===== src/rtl/ercpu_pkg.sv =====
// Shared types, opcodes and constants for the eight-register CPU execute core.
package ercpu_pkg;

    localparam int NUM_REGS  = 8;
    localparam int REG_AW    = $clog2(NUM_REGS);
    localparam int MEM_DEPTH = 256;
    localparam int MEM_AW    = $clog2(MEM_DEPTH);
    localparam int Q_DEPTH   = 2;
    localparam int Q_AW      = $clog2(Q_DEPTH);
    localparam int PLEN_W    = 9;
    localparam logic [PLEN_W-1:0] PLEN_RESET = 9'd256;

    // opcodes
    localparam logic [4:0] OP_NOP  = 5'd0;
    localparam logic [4:0] OP_LDR  = 5'd1;
    localparam logic [4:0] OP_STR  = 5'd2;
    localparam logic [4:0] OP_ADD  = 5'd3;
    localparam logic [4:0] OP_SUB  = 5'd4;
    localparam logic [4:0] OP_MOV  = 5'd5;
    localparam logic [4:0] OP_CMP  = 5'd6;
    localparam logic [4:0] OP_B    = 5'd7;
    localparam logic [4:0] OP_BEQ  = 5'd8;
    localparam logic [4:0] OP_BNE  = 5'd9;
    localparam logic [4:0] OP_BLT  = 5'd10;
    localparam logic [4:0] OP_BGT  = 5'd11;
    localparam logic [4:0] OP_AND  = 5'd12;
    localparam logic [4:0] OP_ORR  = 5'd13;
    localparam logic [4:0] OP_EOR  = 5'd14;
    localparam logic [4:0] OP_MVN  = 5'd15;
    localparam logic [4:0] OP_LSL  = 5'd16;
    localparam logic [4:0] OP_LSR  = 5'd17;
    localparam logic [4:0] OP_HALT = 5'd18;

    localparam logic CMD_PRELOAD = 1'b1;

    // stop causes
    localparam logic [1:0] CAUSE_RUN     = 2'd0;
    localparam logic [1:0] CAUSE_HALT    = 2'd1;
    localparam logic [1:0] CAUSE_END     = 2'd2;
    localparam logic [1:0] CAUSE_UNKNOWN = 2'd3;

    // compare codes
    localparam logic [1:0] CMP_EQ = 2'd1;
    localparam logic [1:0] CMP_GT = 2'd2;
    localparam logic [1:0] CMP_LT = 2'd3;

    typedef struct packed {
        logic       command;
        logic [4:0] opcode;
        logic [2:0] dest_reg;
        logic [2:0] src_reg;
        logic [2:0] second_reg;
        logic       use_immediate;
        logic [7:0] immediate;
        logic [7:0] address;
        logic [7:0] load_value;
    } t_in_item;

    typedef struct packed {
        logic [7:0] next_pc;
        logic       stopped;
        logic [1:0] stop_cause;
        logic [7:0] written_value;
        logic [1:0] compare_code;
        logic       branch_taken;
    } t_out_item;

    typedef enum logic [3:0] {
        K_PRELOAD,
        K_NOP,
        K_LDR,
        K_STR,
        K_ALU,
        K_MOV,
        K_CMP,
        K_BRANCH,
        K_HALT,
        K_UNKNOWN
    } t_kind;

    typedef enum logic [2:0] {
        ALU_ADD,
        ALU_SUB,
        ALU_AND,
        ALU_ORR,
        ALU_EOR,
        ALU_MVN,
        ALU_LSL,
        ALU_LSR
    } t_alu_op;

    typedef enum logic [2:0] {
        COND_ALWAYS,
        COND_EQ,
        COND_NE,
        COND_LT,
        COND_GT
    } t_cond;

    // classified instruction as it sits in the queue
    typedef struct packed {
        t_kind              kind;
        t_alu_op            alu_op;
        t_cond              cond;
        logic               use_imm;
        logic [REG_AW-1:0]  idx_a;
        logic [REG_AW-1:0]  idx_b;
        logic [REG_AW-1:0]  idx_d;
        logic [7:0]         imm;
        logic [MEM_AW-1:0]  addr;
        logic [7:0]         target;
        logic [7:0]         lval;
    } t_entry;

    typedef struct packed {
        logic full;
        logic empty;
    } t_q_stat;

endpackage


===== src/rtl/ercpu_front.sv =====
// Front end: input handshake and instruction classification.
module ercpu_front import ercpu_pkg::*; (
    input  logic     i_in_valid,
    output logic     o_in_ready,
    input  t_in_item i_in_data,
    input  t_q_stat  i_q_stat,
    output logic     o_push,
    output t_entry   o_entry
);

    assign o_in_ready = !i_q_stat.full;
    assign o_push     = i_in_valid && !i_q_stat.full;

    always_comb begin
        o_entry         = '0;
        o_entry.kind    = K_UNKNOWN;
        o_entry.alu_op  = ALU_ADD;
        o_entry.cond    = COND_ALWAYS;
        o_entry.use_imm = i_in_data.use_immediate;
        o_entry.idx_a   = i_in_data.src_reg[REG_AW-1:0];
        o_entry.idx_d   = i_in_data.dest_reg[REG_AW-1:0];
        o_entry.imm     = i_in_data.immediate;
        o_entry.addr    = i_in_data.address[MEM_AW-1:0];
        o_entry.target  = i_in_data.address;
        o_entry.lval    = i_in_data.load_value;
        // port B carries the stored / first compared register for STR and CMP
        if (i_in_data.opcode == OP_STR || i_in_data.opcode == OP_CMP) begin
            o_entry.idx_b = i_in_data.dest_reg[REG_AW-1:0];
        end else begin
            o_entry.idx_b = i_in_data.second_reg[REG_AW-1:0];
        end

        case (i_in_data.opcode)
            OP_NOP:  o_entry.kind = K_NOP;
            OP_LDR:  o_entry.kind = K_LDR;
            OP_STR:  o_entry.kind = K_STR;
            OP_MOV:  o_entry.kind = K_MOV;
            OP_CMP:  o_entry.kind = K_CMP;
            OP_HALT: o_entry.kind = K_HALT;
            OP_ADD: begin
                o_entry.kind = K_ALU; o_entry.alu_op = ALU_ADD;
            end
            OP_SUB: begin
                o_entry.kind = K_ALU; o_entry.alu_op = ALU_SUB;
            end
            OP_AND: begin
                o_entry.kind = K_ALU; o_entry.alu_op = ALU_AND;
            end
            OP_ORR: begin
                o_entry.kind = K_ALU; o_entry.alu_op = ALU_ORR;
            end
            OP_EOR: begin
                o_entry.kind = K_ALU; o_entry.alu_op = ALU_EOR;
            end
            OP_MVN: begin
                o_entry.kind = K_ALU; o_entry.alu_op = ALU_MVN;
            end
            OP_LSL: begin
                o_entry.kind = K_ALU; o_entry.alu_op = ALU_LSL;
            end
            OP_LSR: begin
                o_entry.kind = K_ALU; o_entry.alu_op = ALU_LSR;
            end
            OP_B: begin
                o_entry.kind = K_BRANCH; o_entry.cond = COND_ALWAYS;
            end
            OP_BEQ: begin
                o_entry.kind = K_BRANCH; o_entry.cond = COND_EQ;
            end
            OP_BNE: begin
                o_entry.kind = K_BRANCH; o_entry.cond = COND_NE;
            end
            OP_BLT: begin
                o_entry.kind = K_BRANCH; o_entry.cond = COND_LT;
            end
            OP_BGT: begin
                o_entry.kind = K_BRANCH; o_entry.cond = COND_GT;
            end
            default: o_entry.kind = K_UNKNOWN;
        endcase

        // preload overrides whatever the opcode says
        if (i_in_data.command == CMD_PRELOAD) begin
            o_entry.kind = K_PRELOAD;
        end
    end

endmodule


===== src/rtl/ercpu_queue.sv =====
// Small FIFO between the front end and the execute back end.
module ercpu_queue import ercpu_pkg::*; (
    input  logic    i_clk,
    input  logic    i_rst_n,
    input  logic    i_push,
    input  t_entry  i_entry,
    input  logic    i_pop,
    output t_entry  o_head,
    output t_q_stat o_stat
);

    t_entry          r_q [Q_DEPTH];
    logic [Q_AW-1:0] r_wp;
    logic [Q_AW-1:0] r_rp;
    logic [Q_AW:0]   r_cnt;

    function automatic logic [Q_AW-1:0] ptr_inc(input logic [Q_AW-1:0] p);
        if (p == Q_AW'(Q_DEPTH - 1)) begin
            return '0;
        end
        return p + 1'b1;
    endfunction

    assign o_head       = r_q[r_rp];
    assign o_stat.full  = (r_cnt == (Q_AW+1)'(Q_DEPTH));
    assign o_stat.empty = (r_cnt == '0);

    always_ff @(posedge i_clk) begin
        if (!i_rst_n) begin
            r_wp  <= '0;
            r_rp  <= '0;
            r_cnt <= '0;
        end else begin
            if (i_push) begin
                r_wp <= ptr_inc(r_wp);
            end
            if (i_pop) begin
                r_rp <= ptr_inc(r_rp);
            end
            if (i_push && !i_pop) begin
                r_cnt <= r_cnt + 1'b1;
            end else if (!i_push && i_pop) begin
                r_cnt <= r_cnt - 1'b1;
            end
        end
    end

    always_ff @(posedge i_clk) begin
        if (i_push) begin
            r_q[r_wp] <= i_entry;
        end
    end

endmodule


===== src/rtl/ercpu_back.sv =====
// Back end: operand read, execute, architectural state and result register.
module ercpu_back import ercpu_pkg::*; (
    input  logic              i_clk,
    input  logic              i_rst_n,
    input  logic              i_cfg_we,
    input  logic [PLEN_W-1:0] i_cfg_wdata,
    input  t_q_stat           i_q_stat,
    input  t_entry            i_head,
    output logic              o_pop,
    output logic              o_out_valid,
    input  logic              i_out_ready,
    output t_out_item         o_out_data,
    output logic              o_halted
);

    // architectural state
    logic [PLEN_W-1:0]    r_plen;
    logic [7:0]           r_pc;
    logic [1:0]           r_cmp;
    logic                 r_halted;
    logic [1:0]           r_cause;
    logic [7:0]           r_rf [NUM_REGS];
    logic [7:0]           r_mem [MEM_DEPTH];
    logic [MEM_DEPTH-1:0] r_mem_vld;

    // execute stage
    logic       r_ex_vld;
    t_entry     r_ex;
    logic [7:0] r_rd_a;
    logic [7:0] r_rd_b;
    logic [7:0] r_rd_m;

    // result register
    logic      r_out_vld;
    t_out_item r_out;

    logic              ex_fire;
    logic [7:0]        n_pc;
    logic [1:0]        n_cmp;
    logic              n_halted;
    logic [1:0]        n_cause;
    logic              rf_we;
    logic [7:0]        rf_wd;
    logic              mem_we;
    logic [7:0]        mem_wd;
    logic [7:0]        written;
    logic              taken;
    logic [7:0]        op_b;
    logic [7:0]        cmp_y;
    logic [7:0]        alu_res;
    logic              cond_ok;
    logic [PLEN_W-1:0] next_line;
    t_out_item         res;

    assign ex_fire     = r_ex_vld && (!r_out_vld || i_out_ready);
    assign o_pop       = !i_q_stat.empty && (!r_ex_vld || ex_fire);
    assign o_out_valid = r_out_vld;
    assign o_out_data  = r_out;
    assign o_halted    = r_halted;

    assign op_b  = r_ex.use_imm ? r_ex.imm : r_rd_b;
    assign cmp_y = r_ex.use_imm ? r_ex.imm : r_rd_a;

    always_comb begin
        case (r_ex.alu_op)
            ALU_ADD: alu_res = r_rd_a + op_b;
            ALU_SUB: alu_res = r_rd_a - op_b;
            ALU_AND: alu_res = r_rd_a & op_b;
            ALU_ORR: alu_res = r_rd_a | op_b;
            ALU_EOR: alu_res = r_rd_a ^ op_b;
            ALU_MVN: alu_res = ~r_rd_a;
            ALU_LSL: alu_res = (|op_b[7:3]) ? 8'd0 : (r_rd_a << op_b[2:0]);
            ALU_LSR: alu_res = (|op_b[7:3]) ? 8'd0 : (r_rd_a >> op_b[2:0]);
            default: alu_res = '0;
        endcase
    end

    always_comb begin
        case (r_ex.cond)
            COND_ALWAYS: cond_ok = 1'b1;
            COND_EQ:     cond_ok = (r_cmp == CMP_EQ);
            COND_NE:     cond_ok = (r_cmp == CMP_GT) || (r_cmp == CMP_LT);
            COND_LT:     cond_ok = (r_cmp == CMP_LT);
            COND_GT:     cond_ok = (r_cmp == CMP_GT);
            default:     cond_ok = 1'b0;
        endcase
    end

    always_comb begin
        n_pc      = r_pc;
        n_cmp     = r_cmp;
        n_halted  = r_halted;
        n_cause   = r_cause;
        rf_we     = 1'b0;
        rf_wd     = alu_res;
        mem_we    = 1'b0;
        mem_wd    = r_rd_b;
        written   = '0;
        taken     = 1'b0;
        next_line = {1'b0, r_pc} + 1'b1;

        if (r_ex.kind == K_PRELOAD) begin
            mem_we  = 1'b1;
            mem_wd  = r_ex.lval;
            written = r_ex.lval;
        end else if (!r_halted) begin
            if ({1'b0, r_pc} >= r_plen) begin
                n_halted = 1'b1;
                n_cause  = CAUSE_END;
            end else if (r_ex.kind == K_HALT) begin
                n_halted = 1'b1;
                n_cause  = CAUSE_HALT;
            end else if (r_ex.kind == K_UNKNOWN) begin
                n_halted = 1'b1;
                n_cause  = CAUSE_UNKNOWN;
            end else begin
                case (r_ex.kind)
                    K_LDR: begin
                        rf_we = 1'b1; rf_wd = r_rd_m;
                    end
                    K_STR: mem_we = 1'b1;
                    K_ALU: rf_we = 1'b1;
                    K_MOV: begin
                        rf_we = 1'b1; rf_wd = cmp_y;
                    end
                    K_CMP: begin
                        if (r_rd_b == cmp_y) begin
                            n_cmp = CMP_EQ;
                        end else if (r_rd_b > cmp_y) begin
                            n_cmp = CMP_GT;
                        end else begin
                            n_cmp = CMP_LT;
                        end
                    end
                    K_BRANCH: taken = cond_ok;
                    default: ;
                endcase
                if (rf_we) begin
                    written = rf_wd;
                end else if (mem_we) begin
                    written = mem_wd;
                end
                if (taken) begin
                    next_line = {1'b0, r_ex.target};
                end
                // next line past the program end stops; pc keeps its value
                if (next_line >= r_plen) begin
                    n_halted = 1'b1;
                    n_cause  = CAUSE_END;
                end else begin
                    n_pc = next_line[7:0];
                end
            end
        end

        res.next_pc       = n_pc;
        res.stopped       = n_halted;
        res.stop_cause    = n_cause;
        res.written_value = written;
        res.compare_code  = n_cmp;
        res.branch_taken  = taken;
    end

    always_ff @(posedge i_clk) begin
        if (!i_rst_n) begin
            r_plen    <= PLEN_RESET;
            r_pc      <= '0;
            r_cmp     <= '0;
            r_halted  <= 1'b0;
            r_cause   <= CAUSE_RUN;
            r_mem_vld <= '0;
            r_ex_vld  <= 1'b0;
            r_out_vld <= 1'b0;
            for (int i = 0; i < NUM_REGS; i++) begin
                r_rf[i] <= '0;
            end
        end else begin
            if (i_cfg_we) begin
                r_plen <= i_cfg_wdata;
            end
            if (ex_fire) begin
                r_pc     <= n_pc;
                r_cmp    <= n_cmp;
                r_halted <= n_halted;
                r_cause  <= n_cause;
                if (rf_we) begin
                    r_rf[r_ex.idx_d] <= rf_wd;
                end
                if (mem_we) begin
                    r_mem_vld[r_ex.addr] <= 1'b1;
                end
            end
            if (o_pop) begin
                r_ex_vld <= 1'b1;
            end else if (ex_fire) begin
                r_ex_vld <= 1'b0;
            end
            if (ex_fire) begin
                r_out_vld <= 1'b1;
            end else if (i_out_ready) begin
                r_out_vld <= 1'b0;
            end
        end
    end

    // operand reads at pop, write-first bypass from the retiring instruction
    always_ff @(posedge i_clk) begin
        if (o_pop) begin
            r_ex <= i_head;
            if (ex_fire && rf_we && r_ex.idx_d == i_head.idx_a) begin
                r_rd_a <= rf_wd;
            end else begin
                r_rd_a <= r_rf[i_head.idx_a];
            end
            if (ex_fire && rf_we && r_ex.idx_d == i_head.idx_b) begin
                r_rd_b <= rf_wd;
            end else begin
                r_rd_b <= r_rf[i_head.idx_b];
            end
            if (ex_fire && mem_we && r_ex.addr == i_head.addr) begin
                r_rd_m <= mem_wd;
            end else if (r_mem_vld[i_head.addr]) begin
                r_rd_m <= r_mem[i_head.addr];
            end else begin
                r_rd_m <= '0;
            end
        end
        if (ex_fire) begin
            r_out <= res;
        end
    end

    always_ff @(posedge i_clk) begin
        if (ex_fire && mem_we) begin
            r_mem[r_ex.addr] <= mem_wd;
        end
    end

endmodule


===== src/rtl/eight_register_cpu_execute_step.sv =====
// Top level of the eight-register CPU execute core: front end, queue, back end.
// One decoded instruction (or data preload) per input transfer, one result per
// transfer, in order. The core sustains one transfer per clock on both
// channels while the receiver keeps i_out_ready high; each item passes from
// the queue slot written at the transfer through the execute register to the
// result register. Operands of the register file and
// the 256-word data store are read as an instruction leaves the queue, with a
// bypass from the instruction retiring in the same cycle, so dependent
// instructions back to back run at full rate. The data store is cleared at
// reset through per-word valid bits, so no clearing pass is needed and items
// are taken right after reset. program_length is written through i_cfg_we /
// i_cfg_wdata and should only change while the core is idle.
module eight_register_cpu_execute_step_core import ercpu_pkg::*; (
    input  logic              i_clk,
    input  logic              i_rst_n,
    input  logic              i_in_valid,
    output logic              o_in_ready,
    input  t_in_item          i_in_data,
    output logic              o_out_valid,
    input  logic              i_out_ready,
    output t_out_item         o_out_data,
    input  logic              i_cfg_we,
    input  logic [PLEN_W-1:0] i_cfg_wdata
);

    logic    w_push;
    logic    w_pop;
    t_entry  w_entry;
    t_entry  w_head;
    t_q_stat w_q_stat;
    logic    w_halted;

    // classify incoming transfers
    ercpu_front u_front (
        .i_in_valid (i_in_valid),
        .o_in_ready (o_in_ready),
        .i_in_data  (i_in_data),
        .i_q_stat   (w_q_stat),
        .o_push     (w_push),
        .o_entry    (w_entry)
    );

    // decouples input acceptance from execute stalls
    ercpu_queue u_queue (
        .i_clk   (i_clk),
        .i_rst_n (i_rst_n),
        .i_push  (w_push),
        .i_entry (w_entry),
        .i_pop   (w_pop),
        .o_head  (w_head),
        .o_stat  (w_q_stat)
    );

    // execute and hold machine state
    ercpu_back u_back (
        .i_clk       (i_clk),
        .i_rst_n     (i_rst_n),
        .i_cfg_we    (i_cfg_we),
        .i_cfg_wdata (i_cfg_wdata),
        .i_q_stat    (w_q_stat),
        .i_head      (w_head),
        .o_pop       (w_pop),
        .o_out_valid (o_out_valid),
        .i_out_ready (i_out_ready),
        .o_out_data  (o_out_data),
        .o_halted    (w_halted)
    );

    // front never writes into a full queue
    a_no_overflow: assert property (@(posedge i_clk) disable iff (!i_rst_n)
        w_push |-> !w_q_stat.full)
        else $error("queue push while full");

    // back never pops an empty queue
    a_no_underflow: assert property (@(posedge i_clk) disable iff (!i_rst_n)
        w_pop |-> !w_q_stat.empty)
        else $error("queue pop while empty");

    // only reset restarts a stopped machine
    a_halt_sticky: assert property (@(posedge i_clk) disable iff (!i_rst_n)
        $past(i_rst_n) |-> !$fell(w_halted))
        else $error("halted flag cleared without reset");

endmodule


===== config.mk =====
export PLATFORM = sky130hd
export DESIGN_NAME = eight_register_cpu_execute_step_core
export DESIGN_NICKNAME = d
export VERILOG_FILES = /design/src/rtl/ercpu_pkg.sv /design/src/rtl/ercpu_front.sv /design/src/rtl/ercpu_queue.sv /design/src/rtl/ercpu_back.sv /design/src/rtl/eight_register_cpu_execute_step.sv
export SDC_FILE = /design/constraint.sdc
export NUM_CORES = 2
export LEC_CHECK = 0
export ABC_AREA = 1
export ABC_CLOCK_PERIOD_IN_PS = 29200
export BUFFER_PORTS_ARGS = -buffer_cell sky130_fd_sc_hd__clkbuf_2
export CORE_MARGIN = 5
export CORE_UTILIZATION = 34
export DETAILED_ROUTE_END_ITERATION = 10
export SETUP_SLACK_MARGIN = 0.02
export SYNTH_ARGS = -nofsm -noshare
export SYNTH_HDL_FRONTEND = slang
export SYNTH_SLANG_ARGS = --single-unit

===== constraint.sdc =====
create_clock -name i_clk -period 29.2 [get_ports i_clk]
set_input_delay 4.38 -clock i_clk [delete_from_list [all_inputs] [get_ports i_clk]]
set_output_delay 4.38 -clock i_clk [all_outputs]
set_load 0.01 [all_outputs]

==> results.sh <==
export IMPL_rows=209
export IMPL_power_mw=13.4
export IMPL_fin_skew_ps=67.7
export IMPL_postRouteAntennaNets=0
export IMPL_cts_max_level=5
export IMPL_setup_viol=0
export IMPL_yosysMostFrequentCell="nand2_1"
export IMPL_drc=0
export IMPL_maxCapViolCount=0
export IMPL_routed_wl_um=328000
export IMPL_drive_gt1_share_pct=7.46
export IMPL_cts_resized=0
export IMPL_worst_pin_slew_ps=1220
export IMPL_ios=78
export IMPL_synth_edf_count=2284
export IMPL_grt_antenna_before_repair=11
export IMPL_clk_latency_ps=940
export IMPL_cts_tree="built"
export IMPL_cts_setup_buffers=0
export IMPL_io_buffers=77
export IMPL_syn_inst=10500
export IMPL_drt_first_pass_iters=6
export IMPL_via_per_inst=5.16
export IMPL_tns_ps=0
export IMPL_cts_buffers=286
export IMPL_gp_congestion=0.890
export IMPL_grt_overflow=0
export IMPL_leakage_nw=45.3
export IMPL_crit_fanout=95
export IMPL_period_needed_ps=7150
export IMPL_yosysUniqueCellTypes=61
export IMPL_grt_pass1_wl_um=477000
export IMPL_cts_hold_buf=0
export IMPL_synth_commonest_cells="nand2_1, edfxtp_1, nand3_1"
export IMPL_synth_top_cell_area_share_pct=62.2
export IMPL_grt_max_degree=179
export IMPL_ys_ff_latch=2569
export IMPL_syn_to_final_growth_pct=11.8
export IMPL_grt_pass1_vias=72500
export IMPL_fp_dieH_um=579
export IMPL_peakVddDrop_mv=0.123
export IMPL_min_path_type="flop to flop"
export IMPL_start_util_pct=34.1
export IMPL_timing_final_crit_share_pct=24.5
export IMPL_nNetsFinal=10500
export IMPL_cts_root_buf="clkbuf_16"
export IMPL_clk_pin_slew_worst_paths_ps=60
export IMPL_syn_avg_cell_area_um2=10.5
export IMPL_die_area_mm2=0.336
export IMPL_dr_first_iter_drc_count=9855
export IMPL_cp_data_required_time_ps=29870
export IMPL_yosysTopAreaCell="edfxtp_1"
export IMPL_synthesis_area_mm2=0.110
export IMPL_cts_sinks=2569
export IMPL_yosys_warnings=0
export IMPL_hold_slack_ps=447
export IMPL_post_dp_hpwl_um=190000
export IMPL_async_flop_share_pct=0
export IMPL_ff2ff_path_depth=17
export IMPL_fin_ws_ps=22050
export IMPL_grt_setup_unrepaired="false"
export IMPL_synth_fp_nets=10600
export IMPL_coreArea_mm2=0.323
export IMPL_status="completed"
export IMPL_startpoint_type="flop"
export IMPL_crit_type="flop to flop"
export IMPL_die_width_um=579
export IMPL_synthTopCellsByArea="edfxtp_1, nand3_1, nand2_1, dfxtp_1, inv_1"
export IMPL_dp_slack_ps=21480
export IMPL_num_vias=76900
export IMPL_fmax_mhz=140
export IMPL_cellPowerDensity_mw_per_mm2=109
export IMPL_hold_viol_final=0
export IMPL_yosysSeqAreaShare_pct=67.4
export IMPL_end_kind="flop"
export IMPL_slew_violations=0
export IMPL_grt_util_all_layers_pct=18.9
export IMPL_dpl_cell_area_mm2=0.114
export IMPL_wl_per_cell_um=22.0
export IMPL_timing_slew_headroom_pct=18.4
export IMPL_cts_path_max_buffers=4
export IMPL_synth_ff_type="edfxtp_1"
export IMPL_finalInstanceArea_mm2=0.123
export IMPL_arrival_ps=7820
export IMPL_holdPathStages=1
-- sequential cells by signal, summed over array words and instances, names as in the netlist, 9 cells and up, named ones only --
signal / flops
u_back.o_out_data: 22
u_back.r_mem: 2048
u_queue.r_q: 88
u_back.r_rf: 64
u_back.r_mem_vld: 256
u_back.r_ex: 38
u_back.r_plen: 9
-- cell type report --
type	count	area [µm²]
clock inverters	107	997
inverters	921	3490
clock buffers	379	7860
well taps	4325	5410
repair buffers	212	1520
diodes	3	7.51
flip-flops and latches	2569	74300
multi-input cells	6382	29600
fillers	31200	200000
-- metrics by stage --
stage          std cells  utilization [%]
2_1_floorplan      10500                -
3_3_place_gp       14400             35.4
3_5_place_dp       14400             35.4
4_1_cts            14900             38.1
5_1_grt            14900             38.1
6_report           14900             38.1
-- worst paths after layout --
kind	startpoint	end	slack, ps
worst max-delay path	flop	u_back.r_rd_m[6]$_DFFE_PP_	22050
worst max register to register	flop	u_back.r_rd_m[6]$_DFFE_PP_	22050
worst min-delay path	u_queue.r_rp$_SDFFE_PN0P_	flop	450
worst min register to register	u_queue.r_rp$_SDFFE_PN0P_	flop	450
-- critical path, stage by stage (launching register included) --
cell	delay (ps)
dfxtp_2	460
inv_4	530
nand2_4	520
nand2_4	920
buf_4	880
buf_4	840
buf_4	830
nand2_1	130
nand3_1	160
nand3_1	100
nand3_1	130
nand3_1	310
nand3_1	230
nand3_1	200
nand3_1	230
nand2_1	80
nand3_1	90
nand2_1	50
-- power breakdown --
part | leakage [nW] | internal, mW | switching, mW
clock network | 4.34 | 2.04 | 1.41
registers | 23.1 | 4.78 | 0.115
logic | 17.9 | 1.09 | 4.01
-- cells in the final DEF, fill, tap and decap left out, types with 29 or more instances in the layout --
cell,synthesis,layout
buf_4,40,125
nor2_1,359,340
clkinv_1,20,43
o211ai_1,82,82
clkbuf_2,0,77
nor2_2,12,29
edfxtp_1,2284,2284
clkbuf_1,172,68
clkinv_2,0,47
dfxtp_1,285,284
o21ai_0,235,228
ha_1,52,52
nand3_1,2249,2249
clkbuf_16,0,295
nand2_1,2794,2790
inv_1,880,879
a21oi_1,369,369
-- cells by family after synthesis --
family	count (synthesis)	share of synthesized area (%)
DFF	2569	67.4
AOI/OAI and AO/OA	762	3.81
adders and majority gates	53	0.609
xor gates and xnor gates	21	0.167
muxes	5	0.0522
and+or+nand+nor	5541	22.1
buffers and inverters	1551	5.86
-- per-layer routing --
| metal | track usage, % | routed length, µm |
|---|---|---|
| met1 | 26.0 | 136000 |
| met5 | 0 | 66 |
| met2 | 30.2 | 152000 |
| met3 | 3.11 | 27700 |
| met4 | 6.70 | 11800 |
Power figures use the tool's default switching activity.
